[src/rtl/kwc_pkg.sv]
// Shared types and constants for the keyword substitution cipher.
`default_nettype none

package kwc_pkg;

   localparam int unsigned ALPHABET_SIZE = 26;
   localparam int unsigned IDX_W         = $clog2(ALPHABET_SIZE);
   localparam int unsigned CHAR_W        = 8;

   localparam logic [IDX_W-1:0] LAST_IDX   = IDX_W'(ALPHABET_SIZE - 1);
   localparam logic [IDX_W-1:0] FULL_COUNT = IDX_W'(ALPHABET_SIZE);

   localparam logic [CHAR_W-1:0] CHAR_LOWER_A = 8'h61;
   localparam logic [CHAR_W-1:0] CHAR_LOWER_Z = 8'h7A;
   localparam logic [CHAR_W-1:0] CHAR_UPPER_A = 8'h41;
   localparam logic [CHAR_W-1:0] CHAR_UPPER_Z = 8'h5A;

   typedef enum logic [1:0] {
      OP_START   = 2'd0,
      OP_KEY     = 2'd1,
      OP_FINISH  = 2'd2,
      OP_ENCRYPT = 2'd3
   } op_type;

   typedef enum logic [1:0] {
      ST_IDLE,
      ST_FINISH,
      ST_LOOKUP
   } state_type;

   typedef struct packed {
      logic             is_lower;
      logic             is_upper;
      logic [IDX_W-1:0] idx;
   } char_class_type;

endpackage

`default_nettype wire

[src/rtl/keyword_substitution_cipher_top.sv]
// Top level of the keyword substitution cipher: sequencer, key state and output register.
`default_nettype none

// Keyword cipher. Requests carry an operation and a byte: start clears the key, a key
// byte (either case) appends its letter to the substitution table if not yet present,
// finish appends all unused letters in a-to-z order, and encrypt maps a letter through
// the table keeping its case while other bytes pass unchanged. Only encrypt returns a
// response. Encrypt reads the 26-entry table, a RAM with a registered read, and
// waits in a lookup state while an earlier response is still held. Finish walks the
// 26 letters with one shared append unit, one per cycle. Encrypting before finish
// reads table entries that may hold stale letters.
module keyword_substitution_cipher_top (
   input  wire logic       clock,
   input  wire logic       reset,
   input  wire logic       req_valid,
   output logic            req_ready,
   input  wire logic [1:0] req_operation,
   input  wire logic [7:0] req_char_in,
   output logic            rsp_valid,
   input  wire logic       rsp_ready,
   output logic [7:0]      rsp_char_out
);

   localparam int unsigned IW = kwc_pkg::IDX_W;
   localparam int unsigned AS = kwc_pkg::ALPHABET_SIZE;

   kwc_pkg::state_type       state_ff, state_in;
   logic [AS-1:0]            seen_ff, seen_in;
   logic [IW-1:0]            fill_ff, fill_in;
   logic [IW-1:0]            walk_ff, walk_in;
   logic [7:0]               char_ff, char_in;
   kwc_pkg::char_class_type  class_ff, class_in;
   logic                     rsp_valid_ff, rsp_valid_in;
   logic [7:0]               rsp_char_ff, rsp_char_in;

   kwc_pkg::char_class_type  req_class;
   kwc_pkg::op_type          op;
   logic                     req_accept;
   logic                     append_req;
   logic                     append_ok;
   logic [IW-1:0]            append_idx;
   logic                     rd_en;
   logic [IW-1:0]            rd_data;

   kwc_classify u_classify (
      .char_in    (req_char_in),
      .char_class (req_class)
   );

   kwc_ram #(
      .WIDTH (IW),
      .DEPTH (AS)
   ) u_table (
      .clock   (clock),
      .wr_en   (append_ok),
      .wr_addr (fill_ff),
      .wr_data (append_idx),
      .rd_en   (rd_en),
      .rd_addr (req_class.idx),
      .rd_data (rd_data)
   );

   always_ff @(posedge clock) begin
      if (reset) begin
         state_ff     <= kwc_pkg::ST_IDLE;
         seen_ff      <= '0;
         fill_ff      <= '0;
         rsp_valid_ff <= 1'b0;
      end else begin
         state_ff     <= state_in;
         seen_ff      <= seen_in;
         fill_ff      <= fill_in;
         rsp_valid_ff <= rsp_valid_in;
      end
   end

   always_ff @(posedge clock) begin
      walk_ff     <= walk_in;
      char_ff     <= char_in;
      class_ff    <= class_in;
      rsp_char_ff <= rsp_char_in;
   end

   always_comb begin
      req_ready  = (state_ff == kwc_pkg::ST_IDLE);
      req_accept = req_valid && req_ready;
      op         = kwc_pkg::op_type'(req_operation);

      state_in     = state_ff;
      seen_in      = seen_ff;
      fill_in      = fill_ff;
      walk_in      = walk_ff;
      char_in      = char_ff;
      class_in     = class_ff;
      rsp_valid_in = rsp_valid_ff;
      rsp_char_in  = rsp_char_ff;
      append_req   = 1'b0;
      rd_en        = 1'b0;

      if (rsp_valid_ff && rsp_ready) begin
         rsp_valid_in = 1'b0;
      end

      // The append unit is shared by key letters and the finish walk.
      append_idx = (state_ff == kwc_pkg::ST_FINISH) ? walk_ff : req_class.idx;

      case (state_ff)
         kwc_pkg::ST_IDLE: begin
            if (req_accept) begin
               case (op)
                  kwc_pkg::OP_START: begin
                     seen_in = '0;
                     fill_in = '0;
                  end
                  kwc_pkg::OP_KEY: begin
                     append_req = req_class.is_lower || req_class.is_upper;
                  end
                  kwc_pkg::OP_FINISH: begin
                     walk_in  = '0;
                     state_in = kwc_pkg::ST_FINISH;
                  end
                  kwc_pkg::OP_ENCRYPT: begin
                     rd_en    = 1'b1;
                     char_in  = req_char_in;
                     class_in = req_class;
                     state_in = kwc_pkg::ST_LOOKUP;
                  end
                  default: begin
                  end
               endcase
            end
         end
         kwc_pkg::ST_FINISH: begin
            append_req = 1'b1;
            walk_in    = walk_ff + IW'(1);
            if (walk_ff == kwc_pkg::LAST_IDX) begin
               state_in = kwc_pkg::ST_IDLE;
            end
         end
         kwc_pkg::ST_LOOKUP: begin
            if (!rsp_valid_ff || rsp_ready) begin
               rsp_valid_in = 1'b1;
               if (class_ff.is_lower) begin
                  rsp_char_in = kwc_pkg::CHAR_LOWER_A + {{(8 - IW){1'b0}}, rd_data};
               end else if (class_ff.is_upper) begin
                  rsp_char_in = kwc_pkg::CHAR_UPPER_A + {{(8 - IW){1'b0}}, rd_data};
               end else begin
                  rsp_char_in = char_ff;
               end
               state_in = kwc_pkg::ST_IDLE;
            end
         end
         default: begin
            state_in = kwc_pkg::ST_IDLE;
         end
      endcase

      append_ok = append_req && !seen_ff[append_idx] && (fill_ff < kwc_pkg::FULL_COUNT);
      if (append_ok) begin
         seen_in[append_idx] = 1'b1;
         fill_in             = fill_ff + IW'(1);
      end
   end

   assign rsp_valid    = rsp_valid_ff;
   assign rsp_char_out = rsp_char_ff;

endmodule

`default_nettype wire

[src/rtl/kwc_ram.sv]
// Generic single-write, single-read RAM with registered read data.
`default_nettype none

module kwc_ram #(
   parameter int unsigned WIDTH = 8,
   parameter int unsigned DEPTH = 16
) (
   input  wire logic                     clock,
   input  wire logic                     wr_en,
   input  wire logic [$clog2(DEPTH)-1:0] wr_addr,
   input  wire logic [WIDTH-1:0]         wr_data,
   input  wire logic                     rd_en,
   input  wire logic [$clog2(DEPTH)-1:0] rd_addr,
   output logic      [WIDTH-1:0]         rd_data
);

   logic [WIDTH-1:0] mem_ff [DEPTH];
   logic [WIDTH-1:0] rd_data_ff;

   always_ff @(posedge clock) begin
      if (wr_en) begin
         mem_ff[wr_addr] <= wr_data;
      end
      if (rd_en) begin
         rd_data_ff <= mem_ff[rd_addr];
      end
   end

   assign rd_data = rd_data_ff;

endmodule

`default_nettype wire

[src/rtl/kwc_classify.sv]
// Letter classifier: detects lower and upper case letters and gives their alphabet index.
`default_nettype none

module kwc_classify (
   input  wire logic [kwc_pkg::CHAR_W-1:0] char_in,
   output kwc_pkg::char_class_type         char_class
);

   logic                        is_lower;
   logic                        is_upper;
   logic [kwc_pkg::CHAR_W-1:0]  offset;

   always_comb begin
      is_lower = (char_in >= kwc_pkg::CHAR_LOWER_A) && (char_in <= kwc_pkg::CHAR_LOWER_Z);
      is_upper = (char_in >= kwc_pkg::CHAR_UPPER_A) && (char_in <= kwc_pkg::CHAR_UPPER_Z);
      if (is_lower) begin
         offset = char_in - kwc_pkg::CHAR_LOWER_A;
      end else if (is_upper) begin
         offset = char_in - kwc_pkg::CHAR_UPPER_A;
      end else begin
         offset = '0;
      end
      char_class.is_lower = is_lower;
      char_class.is_upper = is_upper;
      char_class.idx      = offset[kwc_pkg::IDX_W-1:0];
   end

endmodule

`default_nettype wire

[config.mk]
export PLATFORM = sky130hd
export DESIGN_NAME = keyword_substitution_cipher_top
export DESIGN_NICKNAME = d
export VERILOG_FILES = /design/src/rtl/kwc_pkg.sv /design/src/rtl/keyword_substitution_cipher_top.sv /design/src/rtl/kwc_ram.sv /design/src/rtl/kwc_classify.sv
export SDC_FILE = /design/constraint.sdc
export NUM_CORES = 1
export LEC_CHECK = 0
export BUFFER_PORTS_ARGS = -buffer_cell sky130_fd_sc_hd__buf_2
export CELL_PAD_IN_SITES_DETAIL_PLACEMENT = 2
export CELL_PAD_IN_SITES_GLOBAL_PLACEMENT = 2
export CORE_ASPECT_RATIO = 0.5
export CORE_MARGIN = 2
export CORE_UTILIZATION = 42
export CTS_BUF_LIST = sky130_fd_sc_hd__clkbuf_4
export CTS_CLUSTER_SIZE = 14
export DETAILED_ROUTE_END_ITERATION = 8
export GPL_TIMING_DRIVEN = 0
export HOLD_SLACK_MARGIN = 0.02
export PLACE_DENSITY = 0.9
export SETUP_SLACK_MARGIN = 0.5
export SLEW_MARGIN = 5
export SYNTH_ARGS = -nofsm -noshare
export SYNTH_HDL_FRONTEND = slang
export SYNTH_HIERARCHICAL = 1
export SYNTH_SLANG_ARGS = --single-unit
[constraint.sdc]
create_clock -name clock -period 4.5 [get_ports clock]
set_input_delay 0.675 -clock clock [delete_from_list [all_inputs] [get_ports clock]]
set_output_delay 0.675 -clock clock [all_outputs]
set_load 0.005 [all_outputs]
# Yosys cells after proc, flatten, opt, wreduce, memory -nomap -nowiden
# Memories as Yosys holds them, arrays and structs flattened. A register that Yosys moved wholly into a read port is not among the register bits.
# Index checks and enable logic that the tools add are counted.
dict set report word_totals {
  regBits 57
  ramBits 130
  output_inout_bits 10
  elab_cells 93
  mem_count 1
}
# memory depth width read_ports rd_clocked_by_memory_dff wr line_no
set mem_list {}
lappend mem_list {u_table.mem_ff 26 5 1 1 1 kwc_ram.sv:17} ;# logic [WIDTH-1:0] mem_ff [DEPTH];
dict set report op_classes {
  addsub 6
  n_lt_le_gt_ge 7
  n_eq_ne 11
  n_mux 36
  bitwise_logic 1
  n_reduce_logical 22
}
# operator n
set ops {}
lappend ops {{two-way mux 26 bit} 4}
lappend ops {{two-way mux 5 bit} 9}
lappend ops {{OR 26 bit} 1}
lappend ops {{adder 7 x 5 -> 8 bit (first input constant)} 2}
lappend ops {{>= comparator 8 x 7 -> 1 bit (second input constant)} 2}
lappend ops {{<= comparator 8 x 7 -> 1 bit (second input constant)} 2}
lappend ops {{two-way mux 8 bit} 2}
lappend ops {{two-way mux 1 bit} 12}
lappend ops {{adder 5 x 1 -> 5 bit (second input constant)} 2}
lappend ops {{case mux 5 bit (2 select lines)} 1}
lappend ops {{subtractor 5 x 1 -> 5 bit (second input constant)} 2}
lappend ops {{AND reduction 3 bit} 3}
lappend ops {{nonzero test 2 bit} 4}
lappend ops {{logical AND 1 bit} 7}
lappend ops {{equality test 2 bit (second input constant)} 3}
lappend ops {{less-than comparator 5 x 6 -> 1 bit (second input constant)} 1}
lappend ops {{two-way mux 2 bit} 3}
lappend ops {{inequality test 2 x 1 -> 1 bit (second input constant)} 3}
lappend ops {{case mux 2 bit (3 select lines)} 1}
lappend ops {{binary-select mux 1 bit (select 5 bit)} 1}
lappend ops {{demux 1 bit (select 5 bit)} 1}
lappend ops {{equality test 5 bit (second input constant)} 1}
lappend ops {{>= comparator 5 x 1 -> 1 bit (second input constant)} 1}
lappend ops {{less-than comparator 5 bit (second input constant)} 1}
lappend ops {{other kinds (10)} 14}

# Logic depth before layout (Yosys ltp)
# Gate-level depths: netlist of the first run.
dict set report logic_depth {
  ltp_word 12
  depth_mapped 16
  mapped_depth_nobuf 12
}

# By module
# Netlist of the first run, hierarchy kept.
# mod n_inst cells_per_inst area_per_inst_um2 seq_area_each_um2
set modules_own_cells {}
lappend modules_own_cells {kwc_ram 1 315 5415.2 4053.9}
lappend modules_own_cells {keyword_substitution_cipher_top 1 267 2738.9 1371.3}
lappend modules_own_cells {kwc_classify 1 30 227.7 0.0}

# Least setup slack after synthesis of the first run
# OpenSTA, ideal clock, no wires.
dict set report synth_timing {
  path_type {input -> register}
  start {in req_char_in[0]}
  end {mem u_table/mem_ff[0][0] (netlist name), enable pin}
  t_arrival_ns 4.029
  setup_slack_ns 0.132
  stages 15
  n_path_buf 3
  cell_sequence {inv_1 -> ha_1 -> or3b_4 -> o311ai_4 -> nor3_1 -> a21oi_4 -> inv_4 -> mux4_2 -> a221oi_1 -> and4_1 -> buf_6 -> buf_6 -> or3b_1 -> clkbuf_1 -> nor2_1}
}
# element line_no
set synth_lines {}
lappend synth_lines {{start, declared} keyword_substitution_cipher_top.sv:18} ;# input wire logic [7:0] req_char_in,
lappend synth_lines {{end, declared} kwc_ram.sv:17}

==> results of run 1 <==
[repair_timing]
item                       4_1_cts  5_1_grt
pin swaps                        9        8
cloned                           1        0
gates resized for setup         35       21
setup buffers                   18       11
setup endpoints to repair      161      130
hold endpoints to repair         0        0
[synthesized netlist by cell type, drive strengths merged, types with 2 or more instances]
cell type / instances / area (um2)
a211oi: 3 / 27.5
a21oi: 31 / 166
a22oi: 11 / 82.6
a31oi: 6 / 37.5
a32oi: 10 / 87.6
and3: 4 / 25.0
and3b: 2 / 17.5
buf: 20 / 159
clkbuf: 13 / 48.8
dfxtp: 34 / 681
edfxtp: 158 / 4740
ha: 7 / 87.6
inv: 10 / 40.0
mux2: 10 / 113
mux2i: 49 / 490
mux4: 16 / 375
nand2: 43 / 161
nand2b: 6 / 40.0
nand3: 24 / 120
nand3b: 11 / 82.6
nand4: 16 / 100
nor2: 69 / 262
nor2b: 6 / 37.5
nor3: 13 / 65.1
o211ai: 5 / 37.5
o21ai: 6 / 30.0
or2: 2 / 12.5
or3b: 5 / 46.3
xnor2: 6 / 52.6
xor2: 3 / 26.3
[metal layers]
layer	vias up	share of wire [%]
met4	2	4.0
met2	413	48
met1	3341	41
li1	2478	-
met3	90	7.1
met5	-	0.038
[critical path, cell delays in order]
cell and delay (ns):
buf_12 0.13, inv_12 0.05, ha_4 0.11, or3b_4 0.41, o311ai_4 0.28, buf_6 0.17
nor3_4 0.06, a21oi_4 0.23, inv_4 0.07, buf_4 0.17, mux4_2 0.45, a22oi_1 0.29
and4_4 0.27, buf_6 0.11, buf_12 0.09, or3b_4 0.39, clkbuf_16 0.20, nor2_4 0.27
[flip-flops by register name, indices dropped and copies added, names as in the netlist]
signal	count
u_table/mem_ff	130
seen_ff	26
char_ff	8
rsp_char_out	8
fill_ff	5
u_table/rd_data	5
walk_ff	5
class_ff	2
state_ff	2
rsp_valid	1
[where the power goes]
part | internal [W] | switching (W) | leakage [nW]
clock | 0.000356 | 0.000753 | 0.152
sequential | 0.00195 | 0.0000158 | 1.72
combinational | 0.000117 | 0.000236 | 1.26
[through the flow]
| step | util (%) | cells | hold slack, ns | TNS, ns | instance area [um2] |
|---|---|---|---|---|---|
| detailed placement | 46.1 | 900 | 0.449 | -188.05 | 9000 |
| CTS | 49.4 | 951 | 0.207 | 0 | 9640 |
| global route | 50.5 | 964 | 0.168 | 0 | 9840 |
| global placement | 46.1 | 900 | 0.436 | -95.82 | 9000 |
| floorplan | - | 612 | 0.429 | 0 | 8550 |
| finish | 50.5 | 964 | 0.173 | 0 | 9840 |
[cell families after synthesis]
group | Yosys count
muxes | 75
buffers and inverters | 43
and+or+nand+nor | 211
AOI/OAI and AO/OA | 75
DFF | 192
adders and majority gates | 7
xor gates and xnor gates | 9
[cell type report]
cell class	instances	area, um2	area share (%)
Clock buffer	19	143	1.45
Timing Repair inverter	1	5.00	0.0509
Inverter	10	68.8	0.699
Multi-Input combinational cell	377	3050	31.0
Clock inverter	13	155	1.58
Timing Repair Buffer	52	410	4.17
Antenna cell	1	2.50	0.0254
Tap cell	266	333	3.38
Sequential cell	192	5430	55.1
Buffer	33	250	2.54
[how the worst min path moves through the flow]
stage / from / to / slack [ns] / cells after the start
floorplan: seen_ff[0]$_SDFF_PP0_ / seen_ff[0]$_SDFF_PP0_ / 0.43 / 2
global placement: seen_ff[20]$_SDFF_PP0_ / seen_ff[20]$_SDFF_PP0_ / 0.44 / 2
detailed placement: seen_ff[4]$_SDFF_PP0_ / seen_ff[4]$_SDFF_PP0_ / 0.45 / 2
CTS: req_char_in[7] / char_ff[7]$_DFFE_PP_ / 0.21 / 1
global route: req_char_in[7] / char_ff[7]$_DFFE_PP_ / 0.17 / 1
finish: req_char_in[7] / char_ff[7]$_DFFE_PP_ / 0.17 / 1
==> impl_metrics.ini, run 1 <==
[run_status]
status = completed

[cts]
cts_buffers = 17
clkTransAtPathRegs_ns = 0.24
cts_root_buf = clkbuf_4
cts_tree = built
postCtsHoldBufs = 0
clock_latency_ns = 0.68
ctsHtreeMaxLevel = 4
clkSinkCount = 192
cts_buffer_depth = 2

[place]
numPortBuffers = 22
dp_hpwl_um = 18000
gp_congestion = 0.811
post-place-ws_ns = -1.65

[synth]
synth_cell_types = 56
ys_async_sr_fraction_pct = 0
synth.avg_cell_area_um2 = 13.7
synthSimpleGateAreaFrac_pct = 12.5
syn-num-nets = 633
synth-edff-count = 158
synth_flop_cell = edfxtp_1
synth_fa_ha_area_share_pct = 1.04
synth_seq_area_share_pct = 64.7
netlist_area_um2 = 8380
synth_top_family_by_area = simple AND/OR/NAND/NOR gates
ys_ff_latch = 192
syn_inst = 612
yosys_warnings = 6
synth_xor_area_share_pct = 0.940
synth_compound_area_share_pct = 6.12
synth.area.mux_share_pct = 11.7

[floorplanning]
pin_count = 24
die_area_um2 = 21200
die_x_um = 204
row_count = 36
core_area_um2 = 19500
die_h_um = 104
start_util_pct = 43.0

[grt]
gr-usage-met1_pct = 40.6
grt-busiest-layer = met2
grt_pass1_vias = 6446
use_met3_pct = 4.79
antenna_found_initial = 3
globalRouteMet2Util_pct = 50.5
track_usage_pct = 30.7
grt_max_degree = 36
grt_pass1_wl_um = 46100
grt_remaining_overflow = 0

[layout]
final_common_cell = edfxtp_1
area_growth_pct = 17.4
final_cell_mix = edfxtp_1, mux2i_1, nand2_1
drive_gt1_share_pct = 27.1
nNetsFinal = 705
filler_cell_count = 1838

[timing]
rsz0062_at_grt = true
worst_pin_slew_ns = 1.24
min_period_ns = 4.13
skew_ns = 0.0642
fmax_ghz = 0.242
drv_slew = 0
slew_headroom_pct = 16.4
hold_viol_final = 0
min_period_over_period_pct = 91.7
setup_viol = 0
worst_slack_ns = 0.375

[critical_path]
cp-end-kind = flop
worst_setup_path_endpoint = u_table/mem_ff[12][4]$_DFFE_PP_
critPathMaxFanout = 7
reg2reg_from = state_ff[1]$_SDFFE_PP0P_
cp-startpoint = req_char_in[1]
r2r_slack_ns = 0.64
cp-start-kind = primary input
worstSetupPathType = in -> reg
cp.arrival_ns = 4.47
r2r-end = u_table/mem_ff[12][4]$_DFFE_PP_
ff2ff_path_depth = 12
crit_required_ns = 4.84

[detailed_routing]
routed_wl_um = 33800
dr.pass1.iters = 7
drt-initial-drc-count = 666
drc = 0
wl_per_cell_um = 35.1
ant_nets = 0
vias_per_cell = 6.56
vias = 6324

[power]
power_density_nw_per_um2 = 348
ir_worst_vdd_mv = 0.173
leakagePower_nw = 3.13
power_w = 0.00342

[hold_path]
hp-class = in -> reg

[flow_run]
maxCapViolations = 0
Power figures use the tool's default switching activity.
==> inputs of run 2 (changes only) <==
PLACE_DENSITY = unset   (was 0.9)
PLACE_DENSITY_LB_ADDON = 0.1   (was unset)
SKIP_LAST_GASP = 1   (was unset)
==> run 2 against run 1 <==
Clock skew fell by 0.029 ns; critical endpoint unchanged; register-to-register slack better by 0.33 ns; clock-buffer cell count down 2; flip-flop and latch count unchanged; largest power group unchanged; highest routed layer is now met4; utilization decreased by 0.78 points; largest cell class unchanged; fmax up 0.65%; die area stayed put.
==> impl_metrics.ini, run 2 (synthesis gave the netlist of run 1 again) <==
[grt]
grt_pass1_vias = 6052
antenna_found_initial = 2
grt_remaining_overflow = 0
grt_max_degree = 36
track_usage_pct = 24.4
grt_pass1_wl_um = 37800

[place]
gp_congestion = 0.756
numPortBuffers = 22
dp_hpwl_um = 16700
dpl.cell_count = 901
place_area_um2 = 9010

[detailed_routing]
drc = 0
dr.pass1.iters = 4
wl_per_cell_um = 26.4
drt-initial-drc-count = 346
vias = 5510
routed_wl_um = 25300
ant_nets = 0
vias_per_cell = 5.75

[flow_run]
maxCapViolations = 0

[floorplanning]
core_area_um2 = 19500
start_util_pct = 43.0
die_x_um = 204
pin_count = 24
die_area_um2 = 21200
row_count = 36
die_h_um = 104

[layout]
nNetsFinal = 699
reg.largest.list = u_table/mem_ff (130), seen_ff (26)
largest_reg_flops = 130
filler_cell_count = 1860
final_area_um2 = 9690
drive_gt1_share_pct = 25.0
final_cell_count_no_fill = 958
final_cell_mix = edfxtp_1, mux2i_1, nand2_1
area_growth_pct = 15.6
regMostFlops = u_table/mem_ff
final_common_cell = edfxtp_1

[cts]
cts_buffer_depth = 2
cts_buffers = 17
cts_tree = built
clkSinkCount = 192
postCtsHoldBufs = 0
clkTransAtPathRegs_ns = 0.20
clock_latency_ns = 0.59
ctsHtreeMaxLevel = 4
cts_root_buf = clkbuf_4

[critical_path]
critPathMaxFanout = 7
worst_path_dominant_cell_family = simple AND/OR/NAND/NOR gates
cp-start-kind = primary input
worstSetupPathType = in -> reg
crit_chain = buf_12 > inv_12 > ha_4 > or3b_4 > o311ai_4 > nor3_4 > a21oi_4 > clkinv_4 > mux4_2 > a221oi_2 > and4_1 > buf_6 > buf_12 > or3b_4 > clkbuf_16 > nor2_4
crit_required_ns = 4.79
cp.arrival_ns = 4.38
crit_slowest_cell = o311ai_4
cp-end-kind = flop
crit_buf_inv = 6
max_stage_delay_ns = 0.49

[timing]
min_period_over_period_pct = 91.1
fmax_ghz = 0.244
worst_pin_slew_ns = 1.05
skew_ns = 0.0354
hold_viol_final = 0
finalSetupTns_ns = 0
rsz0062_at_grt = true
min_period_ns = 4.10
drv_slew = 0
slew_headroom_pct = 29.3
setup_viol = 0

[power]
power_frac_comb_pct = 9.7
ir_worst_vdd_mv = 0.145
leakagePower_nw = 3.10
clockPowerShare_pct = 29.7
power_density_nw_per_um2 = 334
p_int_w = 0.00231
pwr-share-seq_pct = 60.6
power.switching_w = 0.000920
p_sw_share_pct = 28.5

[hold_path]
hp-class = in -> reg

[run_status]
status = completed
==> run 2: cell count changes in the layout (fill, tap and decap cells not counted), moves of 2 or more <==
cell        previous run  this run
clkinv_4               1         3
nor2_4                22        20
bufinv_16              2         0
nor2_1                40        42
clkinv_8               1         4
buf_4                 27        25
clkbuf_4              19        17
clkinvlp_4             5         2
inv_8                  3         5
buf_6                 10         7
==> run 2: worst reg2reg max path, delay by kind of cell (launching register included) <==
family          cells  cell delay (ns)
buf+inv             6             1.14
compound gates      1             0.20
mux                 1             0.44
flops               1             0.35
simple gates        5             1.10
==> run 2: final timing paths <==
| kind | start | slack [ns] | cells after the start | end |
|---|---|---|---|---|
| max | req_char_in[1] | 0.40 | 16 | u_table/mem_ff[12][4]$_DFFE_PP_ |
| min | req_char_in[7] | 0.26 | 1 | char_ff[7]$_DFFE_PP_ |
| max reg2reg | state_ff[0]$_SDFFE_PP0P_ | 0.97 | 13 | u_table/mem_ff[12][4]$_DFFE_PP_ |
| min reg2reg | seen_ff[8]$_SDFF_PP0_ | 0.47 | 2 | seen_ff[8]$_SDFF_PP0_ |
==> run 2: metal layers <==
| metal | global-route usage [%] | wire length (um) |
|---|---|---|
| met1 | 33.3 | 11300 |
| met2 | 40.8 | 12700 |
| met3 | 4.07 | 1070 |
| met4 | 5.89 | 294 |
| met5 | 0 | 0 |
==> run 2: power by group through the flow <==
stage          Clock (W)  Sequential (W)  Combinational, W
2_1_floorplan          0         0.00199          0.000171
3_3_place_gp           0         0.00199          0.000261
3_5_place_dp           0         0.00200          0.000273
4_1_cts         0.000966         0.00196          0.000300
5_1_grt          0.00104         0.00196          0.000336
6_report        0.000961         0.00196          0.000314
==> run 2: through the flow <==
| step | power (W) | hold WS, ns | setup slack (ns) | utilization (%) |
|---|---|---|---|---|
| 2_1_floorplan | 0.00216 | 0.429 | 0.272 | - |
| 3_3_place_gp | 0.00226 | 0.436 | -1.24 | 46.1 |
| 3_5_place_dp | 0.00227 | 0.449 | -1.25 | 46.2 |
| 4_1_cts | 0.00322 | 0.224 | 0.500 | 49.0 |
| 5_1_grt | 0.00333 | 0.206 | 0.368 | 49.7 |
| 6_report | 0.00323 | 0.263 | 0.401 | 49.7 |
==> run 2: area by class of cell <==
type                       count  area (um2)  area share (%)
timing repair inverter         1        5.00          0.0517
antenna                        1        2.50          0.0258
clock buffer                  17         128            1.32
tap                          266         333            3.43
inverter                      10        71.3           0.736
multi-input combinational    377        2970            30.7
clock inverter                15         160            1.65
timing repair buffer          46         345            3.56
buffer                        33         246            2.54
sequential                   192        5430            56.0
==> run 2: timing repair <==
action	CTS	global route
setup endpoints to repair	161	66
buffers inserted	13	10
cloned	1	0
pin swaps	6	10
resized for setup	27	14
==> inputs of run 3 (changes only) <==
CORE_UTILIZATION = 29   (was 42)
==> run 3 against run 2 <==
Routed wire length is 7.1% lower; utilization is 15 points lower; first-iteration DRC count is 0.87% higher; clock-buffer cell count is 1 higher; flip-flop and latch count stayed put; highest routed layer unchanged; worst hold slack worse by 0.029 ns; via count is 4.6% lower; setup slack better by 0.14 ns; cell count is 12% higher; critical path type unchanged; non-clock buffer count is 2 lower; critical endpoint is now u_table/mem_ff[12][2]$_DFFE_PP_; global-route usage is 8.0 points lower.
==> impl_metrics.ini, run 3 (synthesis gave the netlist of run 1 again) <==
[cts]
clkSinkCount = 192
postCtsHoldBufs = 0
ctsHtreeMaxLevel = 4
clock_latency_ns = 0.66
cts_buffer_depth = 2
clkTransAtPathRegs_ns = 0.15
cts_root_buf = clkbuf_4
cts_buffers = 17
cts_tree = built

[power]
ir_worst_vdd_mv = 0.148
power_w = 0.00323
leakagePower_nw = 3.06
power_density_nw_per_um2 = 331

[detailed_routing]
drt-initial-drc-count = 349
vias_per_cell = 4.90
wl_per_cell_um = 21.9
vias = 5254
routed_wl_um = 23500
ant_nets = 0
drc = 0
dr.pass1.iters = 4

[layout]
drive_gt1_share_pct = 24.9
nNetsFinal = 697
final_cell_mix = edfxtp_1, mux2i_1, nand2_1
final_common_cell = edfxtp_1
reg.largest.list = u_table/mem_ff (130), seen_ff (26)
area_growth_pct = 16.6
fin_util_pct = 34.8
largest_reg_flops = 130
regMostFlops = u_table/mem_ff
filler_cell_count = 2955

[floorplanning]
row_count = 43
start_util_pct = 29.8
pin_count = 24
die_h_um = 124
die_area_um2 = 30400
core_area_um2 = 28100
die_x_um = 244

[grt]
antenna_found_initial = 2
grt_pass1_vias = 5702
grt_max_degree = 36
grt_pass1_wl_um = 36400
track_usage_pct = 16.3
grt_remaining_overflow = 0

[timing]
skew_ns = 0.0281
fin_hold_ws_ns = 0.234
min_period_over_period_pct = 87.9
setup_viol = 0
rsz0062_at_grt = false
fmax_ghz = 0.253
min_period_ns = 3.96
worst_slack_ns = 0.545
slew_headroom_pct = 34.2
drv_slew = 0
worst_pin_slew_ns = 0.985
hold_viol_final = 0

[critical_path]
crit_buf_inv = 6
crit_required_ns = 4.84
cp-startpoint = req_char_in[1]
max_stage_delay_ns = 0.47
cp.arrival_ns = 4.30
worstSetupPathType = in -> reg
crit_slowest_cell = mux4_2
worst_path_dominant_cell_family = simple AND/OR/NAND/NOR gates
reg2reg_from = state_ff[0]$_SDFFE_PP0P_
critPathMaxFanout = 8
cp-start-kind = primary input
crit_chain = buf_8 > inv_12 > ha_4 > or3b_4 > o311ai_4 > nor3_4 > a21oi_4 > clkinv_4 > mux4_2 > a221oi_2 > and4_1 > buf_6 > buf_12 > or3b_4 > buf_12 > nor2_4
cp-end-kind = flop

[hold_path]
hp-class = in -> reg
hold_start = req_char_in[7]

[place]
numPortBuffers = 22
post-place-ws_ns = -1.65
gp_congestion = 0.720
dp_hpwl_um = 16100

[run_status]
status = completed

[flow_run]
maxCapViolations = 0
## run 3: cell types whose count changed in the layout (fill, tap and decap cells not counted), moves of 3 or more
cell	before	now
inv_6	3	6
diode_2	1	4
clkinv_2	0	3
inv_8	5	0
nor2_4	20	17
nor2_2	7	10
clkinv_8	4	0
## run 3: through the flow
step | cells | setup TNS [ns] | cell area, um2
2_1_floorplan | 612 | 0 | 8550
4_1_cts | 1058 | 0 | 9570
3_5_place_dp | 1017 | -180.48 | 9160
3_3_place_gp | 1016 | -169.61 | 9140
5_1_grt | 1073 | 0 | 9770
6_report | 1073 | 0 | 9770
## run 3: per-layer routing
metal | track usage (%) | part of all wire (%) | vias up
li1 | - | - | 2470
met1 | 22.5 | 50 | 2725
met2 | 26.0 | 47 | 42
met3 | 4.21 | 2.2 | 17
met4 | 3.34 | 0.76 | 0
met5 | 0 | 0 | -
## run 3: report_power, final
group	leakage (nW)	internal, W	switching (W)
logic	1.19	0.000110	0.000199
registers	1.72	0.00194	0.0000117
clock network	0.151	0.000335	0.000632
## run 3: worst paths after layout
kind	depth (start not counted)	endpoint	slack [ns]
worst min register to register	2	seen_ff[0]$_SDFF_PP0_	0.46
worst max-delay path	16	u_table/mem_ff[12][2]$_DFFE_PP_	0.54
worst min-delay path	1	char_ff[7]$_DFFE_PP_	0.23
worst max register to register	13	u_table/mem_ff[12][2]$_DFFE_PP_	1.02
## run 3: layout make-up
type,count,area [um2],area share [%]
clock inverter,12,131,1.34
timing repair buffer,44,295,3.02
buffer,33,254,2.60
sequential,192,5430,55.5
clock buffer,18,135,1.38
multi-input combinational,377,2970,30.4
timing repair inverter,1,5.00,0.0512
antenna,4,10.0,0.102
inverter,10,63.8,0.653
tap,382,478,4.89
## run 3: timing repair
action / CTS / global route
buffers inserted: 10 / 11
cloned: 1 / 0
pin swaps: 3 / 7
gates resized for setup: 16 / 25
hold endpoints to repair: 0 / 0
endpoints found under the setup margin: 160 / 102
